--- src/design/jsu_pkg.sv ---
// ----------------------------------------------------------------------------
// jsu_pkg: shared types and constants for the JSON string unescaper
// Character codes, escape modes, output group type and hex helpers.
// ----------------------------------------------------------------------------
package jsu_pkg;

    // escape modes
    localparam logic [1:0] MODE_PLAIN = 2'd0;
    localparam logic [1:0] MODE_ESC   = 2'd1;
    localparam logic [1:0] MODE_HEX   = 2'd2;

    // output group sizing
    localparam int GRP_MAX = 5;
    localparam int CNT_W   = 3;
    localparam int IDX_W   = 3;

    // group queue sizing
    localparam int QDEPTH = 4;
    localparam int QPTR_W = 2;
    localparam int QCNT_W = 3;

    // held hex digits
    localparam int HELD_DEPTH = 3;

    // character codes
    localparam logic [7:0] CH_BSLASH = 8'h5C;
    localparam logic [7:0] CH_QMARK  = 8'h3F;
    localparam logic [7:0] CH_N      = 8'h6E;
    localparam logic [7:0] CH_T      = 8'h74;
    localparam logic [7:0] CH_R      = 8'h72;
    localparam logic [7:0] CH_U      = 8'h75;
    localparam logic [7:0] CH_LF     = 8'h0A;
    localparam logic [7:0] CH_TAB    = 8'h09;
    localparam logic [7:0] CH_CR     = 8'h0D;

    // UTF-8 encoding constants
    localparam logic [15:0] UTF_1B_LIMIT = 16'h0080;
    localparam logic [15:0] UTF_2B_LIMIT = 16'h0800;
    localparam logic [7:0]  UTF_LEAD2    = 8'hC0;
    localparam logic [7:0]  UTF_LEAD3    = 8'hE0;
    localparam logic [7:0]  UTF_CONT     = 8'h80;

    // one group of result bytes caused by one input byte
    typedef struct packed {
        logic [GRP_MAX-1:0][7:0] bytes;
        logic [CNT_W-1:0]        cnt;
        logic                    last;
    } grp_t;

    function automatic logic is_hex(input logic [7:0] b);
        logic res;
        res = ((b >= 8'h30) && (b <= 8'h39)) ||
              ((b >= 8'h41) && (b <= 8'h46)) ||
              ((b >= 8'h61) && (b <= 8'h66));
        return res;
    endfunction

    function automatic logic [3:0] hex_nib(input logic [7:0] b);
        logic [3:0] res;
        if ((b >= 8'h30) && (b <= 8'h39)) begin
            res = b[3:0];
        end else begin
            // 'A'..'F' and 'a'..'f' share the low nibble 1..6
            res = b[3:0] + 4'd9;
        end
        return res;
    endfunction

endpackage

--- src/design/jsu_front.sv ---
// ----------------------------------------------------------------------------
// jsu_front: escape decoder
// Accepts raw bytes, tracks escape state and held hex digits, and builds the
// group of result bytes that each byte causes.
// ----------------------------------------------------------------------------
module jsu_front (
    input  logic          aclk,
    input  logic          aresetn,
    input  logic          accept,
    input  logic [7:0]    in_byte,
    input  logic          in_last,
    output logic          push,
    output jsu_pkg::grp_t grp
);

    logic [1:0] mode_reg, mode_next;
    logic [1:0] hc_reg, hc_next;
    logic [7:0] held_reg [jsu_pkg::HELD_DEPTH];
    logic       wr_held;
    logic       b_hex;
    logic       b_bs;
    logic       tail;
    logic [15:0] cp;

    assign b_hex = jsu_pkg::is_hex(in_byte);
    assign b_bs  = (in_byte == jsu_pkg::CH_BSLASH);
    assign cp    = {jsu_pkg::hex_nib(held_reg[0]), jsu_pkg::hex_nib(held_reg[1]),
                    jsu_pkg::hex_nib(held_reg[2]), jsu_pkg::hex_nib(in_byte)};

    // decode one byte into a result group and the next state
    always_comb begin
        mode_next = mode_reg;
        hc_next   = hc_reg;
        wr_held   = 1'b0;
        tail      = 1'b0;
        grp.last  = in_last;
        grp.cnt   = '0;
        grp.bytes = '0;
        case (mode_reg)
            jsu_pkg::MODE_ESC: begin
                mode_next    = jsu_pkg::MODE_PLAIN;
                grp.cnt      = jsu_pkg::CNT_W'(1);
                grp.bytes[0] = in_byte;
                case (in_byte)
                    jsu_pkg::CH_N: grp.bytes[0] = jsu_pkg::CH_LF;
                    jsu_pkg::CH_T: grp.bytes[0] = jsu_pkg::CH_TAB;
                    jsu_pkg::CH_R: grp.bytes[0] = jsu_pkg::CH_CR;
                    jsu_pkg::CH_U: begin
                        if (in_last) begin
                            grp.bytes[0] = jsu_pkg::CH_QMARK;
                        end else begin
                            mode_next = jsu_pkg::MODE_HEX;
                            hc_next   = 2'd0;
                            grp.cnt   = '0;
                        end
                    end
                    default: grp.bytes[0] = in_byte;
                endcase
            end
            jsu_pkg::MODE_HEX: begin
                // replay layout: '?', held digits, then the byte itself
                grp.bytes[0] = jsu_pkg::CH_QMARK;
                grp.bytes[1] = (hc_reg > 2'd0) ? held_reg[0] : in_byte;
                grp.bytes[2] = (hc_reg > 2'd1) ? held_reg[1] : in_byte;
                grp.bytes[3] = (hc_reg > 2'd2) ? held_reg[2] : in_byte;
                grp.bytes[4] = in_byte;
                if (!b_hex) begin
                    // short hex run broken by a non-hex byte
                    tail      = !(b_bs && !in_last);
                    mode_next = tail ? jsu_pkg::MODE_PLAIN : jsu_pkg::MODE_ESC;
                    hc_next   = 2'd0;
                    grp.cnt   = {1'b0, hc_reg} + 3'd1 + {2'b00, tail};
                end else if (hc_reg == 2'd3) begin
                    // fourth digit: encode code point as UTF-8
                    mode_next = jsu_pkg::MODE_PLAIN;
                    hc_next   = 2'd0;
                    if (cp < jsu_pkg::UTF_1B_LIMIT) begin
                        grp.cnt      = 3'd1;
                        grp.bytes[0] = cp[7:0];
                    end else if (cp < jsu_pkg::UTF_2B_LIMIT) begin
                        grp.cnt      = 3'd2;
                        grp.bytes[0] = jsu_pkg::UTF_LEAD2 | {3'b000, cp[10:6]};
                        grp.bytes[1] = jsu_pkg::UTF_CONT | {2'b00, cp[5:0]};
                    end else begin
                        grp.cnt      = 3'd3;
                        grp.bytes[0] = jsu_pkg::UTF_LEAD3 | {4'b0000, cp[15:12]};
                        grp.bytes[1] = jsu_pkg::UTF_CONT | {2'b00, cp[11:6]};
                        grp.bytes[2] = jsu_pkg::UTF_CONT | {2'b00, cp[5:0]};
                    end
                end else if (in_last) begin
                    // string ends inside the hex run
                    mode_next = jsu_pkg::MODE_PLAIN;
                    hc_next   = 2'd0;
                    grp.cnt   = {1'b0, hc_reg} + 3'd2;
                end else begin
                    wr_held = 1'b1;
                    hc_next = hc_reg + 2'd1;
                end
            end
            default: begin
                // plain text
                if (b_bs && !in_last) begin
                    mode_next = jsu_pkg::MODE_ESC;
                end else begin
                    grp.cnt      = 3'd1;
                    grp.bytes[0] = in_byte;
                end
            end
        endcase
        if (in_last) begin
            mode_next = jsu_pkg::MODE_PLAIN;
            hc_next   = 2'd0;
        end
    end

    assign push = accept && (grp.cnt != '0);

    // control state
    always_ff @(posedge aclk) begin
        if (!aresetn) begin
            mode_reg <= jsu_pkg::MODE_PLAIN;
            hc_reg   <= 2'd0;
        end else if (accept) begin
            mode_reg <= mode_next;
            hc_reg   <= hc_next;
        end
    end

    // held hex digits, no reset
    always_ff @(posedge aclk) begin
        if (accept && wr_held) begin
            held_reg[hc_reg] <= in_byte;
        end
    end

endmodule

--- src/design/jsu_queue.sv ---
// ----------------------------------------------------------------------------
// jsu_queue: result group FIFO
// Short queue of result groups between the decoder and the output serializer.
// ----------------------------------------------------------------------------
module jsu_queue (
    input  logic          aclk,
    input  logic          aresetn,
    input  logic          push,
    input  jsu_pkg::grp_t push_grp,
    input  logic          pop,
    output logic          full,
    output logic          q_valid,
    output jsu_pkg::grp_t q_grp
);

    jsu_pkg::grp_t mem_reg [jsu_pkg::QDEPTH];
    logic [jsu_pkg::QPTR_W-1:0] wr_ptr_reg, rd_ptr_reg;
    logic [jsu_pkg::QCNT_W-1:0] cnt_reg, cnt_next;

    assign full    = (cnt_reg == jsu_pkg::QCNT_W'(jsu_pkg::QDEPTH));
    assign q_valid = (cnt_reg != '0);
    assign q_grp   = mem_reg[rd_ptr_reg];

    // occupancy
    always_comb begin
        cnt_next = cnt_reg;
        case ({push, pop})
            2'b10:   cnt_next = cnt_reg + 1'b1;
            2'b01:   cnt_next = cnt_reg - 1'b1;
            default: cnt_next = cnt_reg;
        endcase
    end

    // pointers
    always_ff @(posedge aclk) begin
        if (!aresetn) begin
            wr_ptr_reg <= '0;
            rd_ptr_reg <= '0;
            cnt_reg    <= '0;
        end else begin
            cnt_reg <= cnt_next;
            if (push) begin
                wr_ptr_reg <= wr_ptr_reg + 1'b1;
            end
            if (pop) begin
                rd_ptr_reg <= rd_ptr_reg + 1'b1;
            end
        end
    end

    // storage
    always_ff @(posedge aclk) begin
        if (push) begin
            mem_reg[wr_ptr_reg] <= push_grp;
        end
    end

    a_no_overflow: assert property (@(posedge aclk) disable iff (!aresetn)
        !(push && full && !pop))
        else $error("group queue overflow");

    a_no_underflow: assert property (@(posedge aclk) disable iff (!aresetn)
        pop |-> q_valid)
        else $error("group queue underflow");

    a_cnt_bound: assert property (@(posedge aclk) disable iff (!aresetn)
        cnt_reg <= jsu_pkg::QCNT_W'(jsu_pkg::QDEPTH))
        else $error("group queue count out of range");

    a_push_nonempty: assert property (@(posedge aclk) disable iff (!aresetn)
        push |-> (push_grp.cnt != '0 && push_grp.cnt <= jsu_pkg::CNT_W'(jsu_pkg::GRP_MAX)))
        else $error("bad group size pushed");

endmodule

--- src/design/jsu_back.sv ---
// ----------------------------------------------------------------------------
// jsu_back: output serializer
// Takes result groups from the queue and sends their bytes one per cycle,
// while the output is ready, through a registered output stage.
// ----------------------------------------------------------------------------
module jsu_back (
    input  logic          aclk,
    input  logic          aresetn,
    input  logic          q_valid,
    input  jsu_pkg::grp_t q_grp,
    output logic          pop,
    output logic          m_valid,
    input  logic          m_ready,
    output logic [7:0]    m_out_byte,
    output logic          m_out_last
);

    jsu_pkg::grp_t               cur_reg;
    logic                        cur_valid_reg, cur_valid_next;
    logic [jsu_pkg::IDX_W-1:0]   idx_reg, idx_next;
    logic                        m_valid_reg, m_valid_next;
    logic [7:0]                  m_byte_reg;
    logic                        m_last_reg;
    logic                        adv;
    logic                        cur_end;

    // advance when a group is loaded and the output stage is free
    assign adv     = cur_valid_reg && (!m_valid_reg || m_ready);
    assign cur_end = (idx_reg == (cur_reg.cnt - 3'd1));
    assign pop     = q_valid && (!cur_valid_reg || (adv && cur_end));

    always_comb begin
        cur_valid_next = cur_valid_reg;
        idx_next       = idx_reg;
        if (pop) begin
            cur_valid_next = 1'b1;
            idx_next       = '0;
        end else if (adv) begin
            cur_valid_next = !cur_end;
            idx_next       = idx_reg + 1'b1;
        end
        if (adv) begin
            m_valid_next = 1'b1;
        end else if (m_ready) begin
            m_valid_next = 1'b0;
        end else begin
            m_valid_next = m_valid_reg;
        end
    end

    // control state
    always_ff @(posedge aclk) begin
        if (!aresetn) begin
            cur_valid_reg <= 1'b0;
            idx_reg       <= '0;
            m_valid_reg   <= 1'b0;
        end else begin
            cur_valid_reg <= cur_valid_next;
            idx_reg       <= idx_next;
            m_valid_reg   <= m_valid_next;
        end
    end

    // payload
    always_ff @(posedge aclk) begin
        if (pop) begin
            cur_reg <= q_grp;
        end
        if (adv) begin
            m_byte_reg <= cur_reg.bytes[idx_reg];
            m_last_reg <= cur_reg.last && cur_end;
        end
    end

    assign m_valid    = m_valid_reg;
    assign m_out_byte = m_byte_reg;
    assign m_out_last = m_last_reg;

    a_idx_in_group: assert property (@(posedge aclk) disable iff (!aresetn)
        cur_valid_reg |-> (idx_reg < cur_reg.cnt))
        else $error("serializer index past end of group");

endmodule

--- src/design/json_string_unescape_utf8_top.sv ---
// ----------------------------------------------------------------------------
// json_string_unescape_utf8_top: JSON string body unescaper
// Decodes escapes and \u sequences (to UTF-8) of a quoted string body.
// ----------------------------------------------------------------------------
//  channel  | direction | handshake          | payload
//  ---------+-----------+--------------------+-------------------------
//  s_       | in        | s_valid / s_ready  | s_in_byte, s_in_last
//  m_       | out       | m_valid / m_ready  | m_out_byte, m_out_last
//
//  One input byte is accepted per cycle while the 4-entry group queue has room.
//  Each byte yields 0..5 output bytes, sent by the serializer one per cycle
//  while m_ready is high; the output port sets the sustained rate.
//  A result passes the group queue, the current-group register and the output register.
//  Synchronous active-low reset clears escape state, queue and output valid.
//  Input and output stall independently; the queue absorbs output bursts.
// ----------------------------------------------------------------------------
module json_string_unescape_utf8_top (
    input  logic       aclk,
    input  logic       aresetn,
    input  logic       s_valid,
    output logic       s_ready,
    input  logic [7:0] s_in_byte,
    input  logic       s_in_last,
    output logic       m_valid,
    input  logic       m_ready,
    output logic [7:0] m_out_byte,
    output logic       m_out_last
);

    logic          accept;
    logic          push;
    logic          pop;
    logic          full;
    logic          q_valid;
    jsu_pkg::grp_t push_grp;
    jsu_pkg::grp_t q_grp;

    assign s_ready = !full;
    assign accept  = s_valid && s_ready;

    jsu_front u_front (
        .aclk    (aclk),
        .aresetn (aresetn),
        .accept  (accept),
        .in_byte (s_in_byte),
        .in_last (s_in_last),
        .push    (push),
        .grp     (push_grp)
    );

    jsu_queue u_queue (
        .aclk     (aclk),
        .aresetn  (aresetn),
        .push     (push),
        .push_grp (push_grp),
        .pop      (pop),
        .full     (full),
        .q_valid  (q_valid),
        .q_grp    (q_grp)
    );

    jsu_back u_back (
        .aclk       (aclk),
        .aresetn    (aresetn),
        .q_valid    (q_valid),
        .q_grp      (q_grp),
        .pop        (pop),
        .m_valid    (m_valid),
        .m_ready    (m_ready),
        .m_out_byte (m_out_byte),
        .m_out_last (m_out_last)
    );

endmodule
--- config.mk ---
export PLATFORM = sky130hd
export DESIGN_NAME = json_string_unescape_utf8_top
export DESIGN_NICKNAME = d
export VERILOG_FILES = /design/src/design/jsu_pkg.sv /design/src/design/jsu_front.sv /design/src/design/jsu_queue.sv /design/src/design/jsu_back.sv /design/src/design/json_string_unescape_utf8_top.sv
export SDC_FILE = /design/constraint.sdc
export NUM_CORES = 1
export LEC_CHECK = 0
export ABC_CLOCK_PERIOD_IN_PS = 5200
export BUFFER_PORTS_ARGS = -buffer_cell sky130_fd_sc_hd__buf_2
export CAP_MARGIN = 0
export CORE_MARGIN = 1.5
export CORE_UTILIZATION = 55
export DETAILED_ROUTE_END_ITERATION = 6
export PLACE_DENSITY_LB_ADDON = 0.05
export SLEW_MARGIN = 5
export SYNTH_ARGS = -nofsm -noshare
export SYNTH_HDL_FRONTEND = slang
export SYNTH_SLANG_ARGS = --single-unit
--- constraint.sdc ---
create_clock -name aclk -period 5.2 [get_ports aclk]
set_input_delay 1.56 -clock aclk [delete_from_list [all_inputs] [get_ports aclk]]
set_output_delay 1.56 -clock aclk [all_outputs]
set_load 0.02 [all_outputs]
==> summary.log <==
[run_status] status completed
[timing] unrepaired setup endpoints after global routing no
[final_layout] most common cell after layout, fill and taps aside sky130_fd_sc_hd__edfxtp_1
[timing] post-layout min period 4.554 ns
[worst_setup_path] worst-path fanout max 5
[timing] Tcrit/Tclk final 87.58%
[placement] count of port buffers added during placement 23
[clock_tree] total number of clock tree sinks 269
[floorplanning] die footprint 22530 sq um
[final_layout] synthesis-to-layout area growth 13.61%
[placement] placed cells 1051
[synth] average size of a mapped cell 15.78 sq um
[synth] largest area contributor in the synthesized netlist sky130_fd_sc_hd__edfxtp_1
[job] count of maximum capacitance violations 0
[final_layout] non-filler instance count after layout 1101
[floorplanning] Die W 150.1 um
[route] length of the first detailed-routing pass in iterations 5
[power] pwr dens 462.8 nW/um^2
[route] average wire per cell in the routed design 24.44 um
[synth] gate count of the mapped netlist 754
[worst_setup_path] Worst setup SP type input pin
[clock_tree] Hold-fix buffers, CTS 0
[route] via density per instance 6.031
[timing] Max Freq 0.2196 GHz
[timing] worst slew slack as a fraction of its limit 19.01%
[power] Max IR drop VDD 0.3332 mV
[route] number of design-rule violations left by the first detailed-router iteration 477
[worst_setup_path] buffering stage count on the worst path with inverters included 7
[final_layout] number of nets in the layout 852
[clock_tree] maximum number of buffers from clock root to sink 3
[grt] maximum number of pins on one net before global-route repair 46
[grt] number of global-route vias before repair 6902
[synth] number of enable flip-flop cells after synthesis 253
[route] number of remaining DRC errors 0
[synth] dominant synthesized flop cell sky130_fd_sc_hd__edfxtp_1
[worst_setup_path] worst endpoint required time 5.66 ns
[grt] GRT Total Usage 24.62%
[synth] share of Yosys cell area claimed by the top area cell type 63.84%
[clock_tree] setup repair bufs after CTS 0
[worst_setup_path] terminus of the critical flop-to-flop path u_queue.cnt_reg[1]
[synth] Mapped Nets 801
[worst_setup_path] reg2reg path depth 13
[timing] Slew Viols, Final 0
[worst_setup_path] cell class contributing the biggest share of worst-path delay adder cells
[worst_hold_path] hold-critical path endpoint u_back.m_valid
[placement] HPWL after detailed placement 18540 um
[floorplanning] Core Footprint 21150 sq um
[clock_tree] H-Tree Depth 1
[synth] number of warnings reported in the yosys synthesis log 0
[worst_setup_path] critical path depth in cells 19
[power] leakage dissipation 4.607 nW
[clock_tree] TritonCTS Buffers 27
[synth] Netlist cell types 71
[clock_tree] clock root cell sky130_fd_sc_hd__clkbuf_16
[worst_hold_path] classification of the worst-slack hold path reg2reg
[worst_setup_path] crit-path cells buf_2 -> inv_1 -> ha_1 -> nor4bb_1 -> nand2_1 -> inv_1 -> ha_1 -> inv_1 -> ha_1 -> o311ai_0 -> buf_4 -> a31oi_4 -> inv_1 -> ha_1 -> inv_1 -> fa_1 -> xor2_1 -> or3_1 -> a21boi_0
[worst_setup_path] Worst EP arrival 5.02 ns
[grt] GRT overflow 0
[timing] slew at the pin closest to its max-slew limit 1.212 ns
[worst_setup_path] worst reg2reg path startpoint u_front.held_reg[0][7]
[timing] sum of negative setup slack 0 ns
[grt] antenna violations before repair 1
[route] Antenna Violating Nets Remaining 0
[timing] Setup WS post-layout 0.6458 ns
[clock_tree] TritonCTS clock tree built
[worst_setup_path] class of the most critical setup path in2reg
[worst_hold_path] source of the worst hold timing path u_back.cur_valid_reg
[timing] setup violators final 0
[timing] setup clock skew after layout 0.009532 ns
[synth] async set-reset flop share out of synthesis 0%
[worst_setup_path] highest cell delay on the worst timing path 0.43 ns
[worst_setup_path] highest-delay cell along the critical path sky130_fd_sc_hd__fa_1
[synth] number of register bits inferred by synthesis 269
[placement] Place WS 0.1363 ns
[final_layout] max FFs per register 176
[synth] top area cells in the synthesized netlist sky130_fd_sc_hd__edfxtp_1, sky130_fd_sc_hd__mux4_2, sky130_fd_sc_hd__ha_1
[floorplanning] IO Count 24
[worst_setup_path] critical path's most frequent cell sky130_fd_sc_hd__inv_1
[grt] wire length of the first global-routing pass 40440 um
[floorplanning] initial core utilization 56.25%
[clock_tree] clock insertion delay at the later pin of the skew report 0.54 ns
[timing] final hold violation count 0
[floorplanning] number of rows in the core area 53
[placement] RePlAce Congestion 0.9772
[synth] Cell Area, Synth 11900 sq um
[final_layout] fraction of layout instances using a drive strength above 1 20.34%
[final_layout] top library cells by usage in the layout, fill and taps aside sky130_fd_sc_hd__edfxtp_1, sky130_fd_sc_hd__mux4_2, sky130_fd_sc_hd__nand2_1
[route] routed via count 6640
[floorplanning] chip height 150.1 um
[synth] part of the Yosys area used for sequential elements 66.53%
[final_layout] # diodes 0
[clock_tree] cts repair resizes 0
[clock_tree] clock slew seen by the registers of the worst setup and hold paths 0.06 ns
[worst_setup_path] Critical Path End Type flop
[timing] worst hold-check slack 0.5063 ns
[worst_hold_path] Hold Path Stages 1
[worst_setup_path] reg2reg setup slack 1.37 ns
[route] sum of routed wire length over all layers 26910 um
-- through the flow --
stage                     util (%)  power, mW  cell area, sq um
after CTS                    63.91      6.318             13520
final                        63.91      6.257             13520
after floorplan                  -      3.850             11900
after global placement       59.39      4.223             12560
after detailed placement     59.39      4.275             12560
after global routing         63.91      6.511             13520
-- worst max path at each step --
stage / startpoint / to / slack, ns
3_5_place_dp: s_in_byte[1] / u_queue.cnt_reg[2] / 0.14
5_1_grt: s_in_byte[0] / u_queue.cnt_reg[2] / 0.46
6_report: s_in_byte[0] / u_queue.cnt_reg[2] / 0.65
3_3_place_gp: s_in_byte[0] / u_queue.cnt_reg[2] / 0.22
4_1_cts: s_in_byte[1] / u_queue.cnt_reg[2] / 0.68
2_1_floorplan: s_in_byte[0] / u_queue.mem_reg[0][0] / 0.12
-- worst reg2reg max path: stages, from the launching register on --
cell,delay [ns]
sky130_fd_sc_hd__edfxtp_1,0.46
sky130_fd_sc_hd__nor4bb_1,0.69
sky130_fd_sc_hd__a21boi_1,0.46
sky130_fd_sc_hd__o41ai_1,0.11
sky130_fd_sc_hd__buf_4,0.17
sky130_fd_sc_hd__and2_1,0.17
sky130_fd_sc_hd__a211o_1,0.36
sky130_fd_sc_hd__a31oi_4,0.22
sky130_fd_sc_hd__inv_1,0.06
sky130_fd_sc_hd__ha_1,0.23
sky130_fd_sc_hd__inv_1,0.09
sky130_fd_sc_hd__fa_1,0.38
sky130_fd_sc_hd__o21ai_0,0.19
sky130_fd_sc_hd__and2_1,0.16
-- cell type report --
type | instances | area [sq um]
sequential | 269 | 7920
multi-input combinational | 412 | 3706
fill | 1515 | 7635
tap | 275 | 344.1
timing repair buffer | 55 | 442.9
clock inverter | 22 | 276.5
inverter | 40 | 150.1
clock buffer | 28 | 679.4
-- report_power, final --
part | total [mW] | switching (mW) | internal (mW) | leakage [nW]
clock | 2.06 | 0.805 | 1.25 | 0.456
sequential | 3.04 | 0.152 | 2.88 | 2.50
combinational | 1.16 | 0.661 | 0.504 | 1.66
total | 6.26 | 1.62 | 4.64 | 4.61
-- Yosys cell counts (4+ instances only) --
| cell | n |
|---|---|
| sky130_fd_sc_hd__nor3_1 | 8 |
| sky130_fd_sc_hd__o21bai_1 | 5 |
| sky130_fd_sc_hd__mux2i_1 | 26 |
| sky130_fd_sc_hd__clkbuf_1 | 22 |
| sky130_fd_sc_hd__xnor2_1 | 10 |
| sky130_fd_sc_hd__nor2_1 | 40 |
| sky130_fd_sc_hd__mux4_2 | 52 |
| sky130_fd_sc_hd__nand2_1 | 45 |
| sky130_fd_sc_hd__nor2b_1 | 5 |
| sky130_fd_sc_hd__or3_1 | 6 |
| sky130_fd_sc_hd__a31oi_1 | 4 |
| sky130_fd_sc_hd__edfxtp_1 | 253 |
| sky130_fd_sc_hd__o21ai_0 | 27 |
| sky130_fd_sc_hd__buf_1 | 7 |
| sky130_fd_sc_hd__a21oi_1 | 27 |
| sky130_fd_sc_hd__xor2_1 | 6 |
| sky130_fd_sc_hd__a221oi_1 | 4 |
| sky130_fd_sc_hd__nand3_1 | 10 |
| sky130_fd_sc_hd__a211oi_1 | 10 |
| sky130_fd_sc_hd__ha_1 | 33 |
| sky130_fd_sc_hd__and2_1 | 19 |
| sky130_fd_sc_hd__o22ai_1 | 6 |
| sky130_fd_sc_hd__o21a_1 | 4 |
| sky130_fd_sc_hd__inv_1 | 39 |
| sky130_fd_sc_hd__dfxtp_1 | 16 |
-- routing by layer --
metal	global-route usage, %	up-vias	wire length (um)
li1	-	3046	-
met1	34.20	3363	11930
met2	41.63	196	13170
met3	2.939	35	1180
met4	6.373	0	617
met5	0	-	0
-- logic make-up (layout without fill, tap and decap cells) --
| logic type | count (synthesis) | in the layout | synth area share (%) |
|---|---|---|---|
| DFF | 269 | 269 | 66.53 |
| and+or+nand+nor | 156 | 156 | 6.613 |
| AOI/OAI and AO/OA | 125 | 125 | 7.265 |
| muxes | 80 | 80 | 12.22 |
| buffers and inverters | 73 | 145 | 2.366 |
| adders and majority gates | 34 | 34 | 3.638 |
| xor gates and xnor gates | 17 | 17 | 1.367 |
No activity file was read; power rests on OpenSTA's default activity.
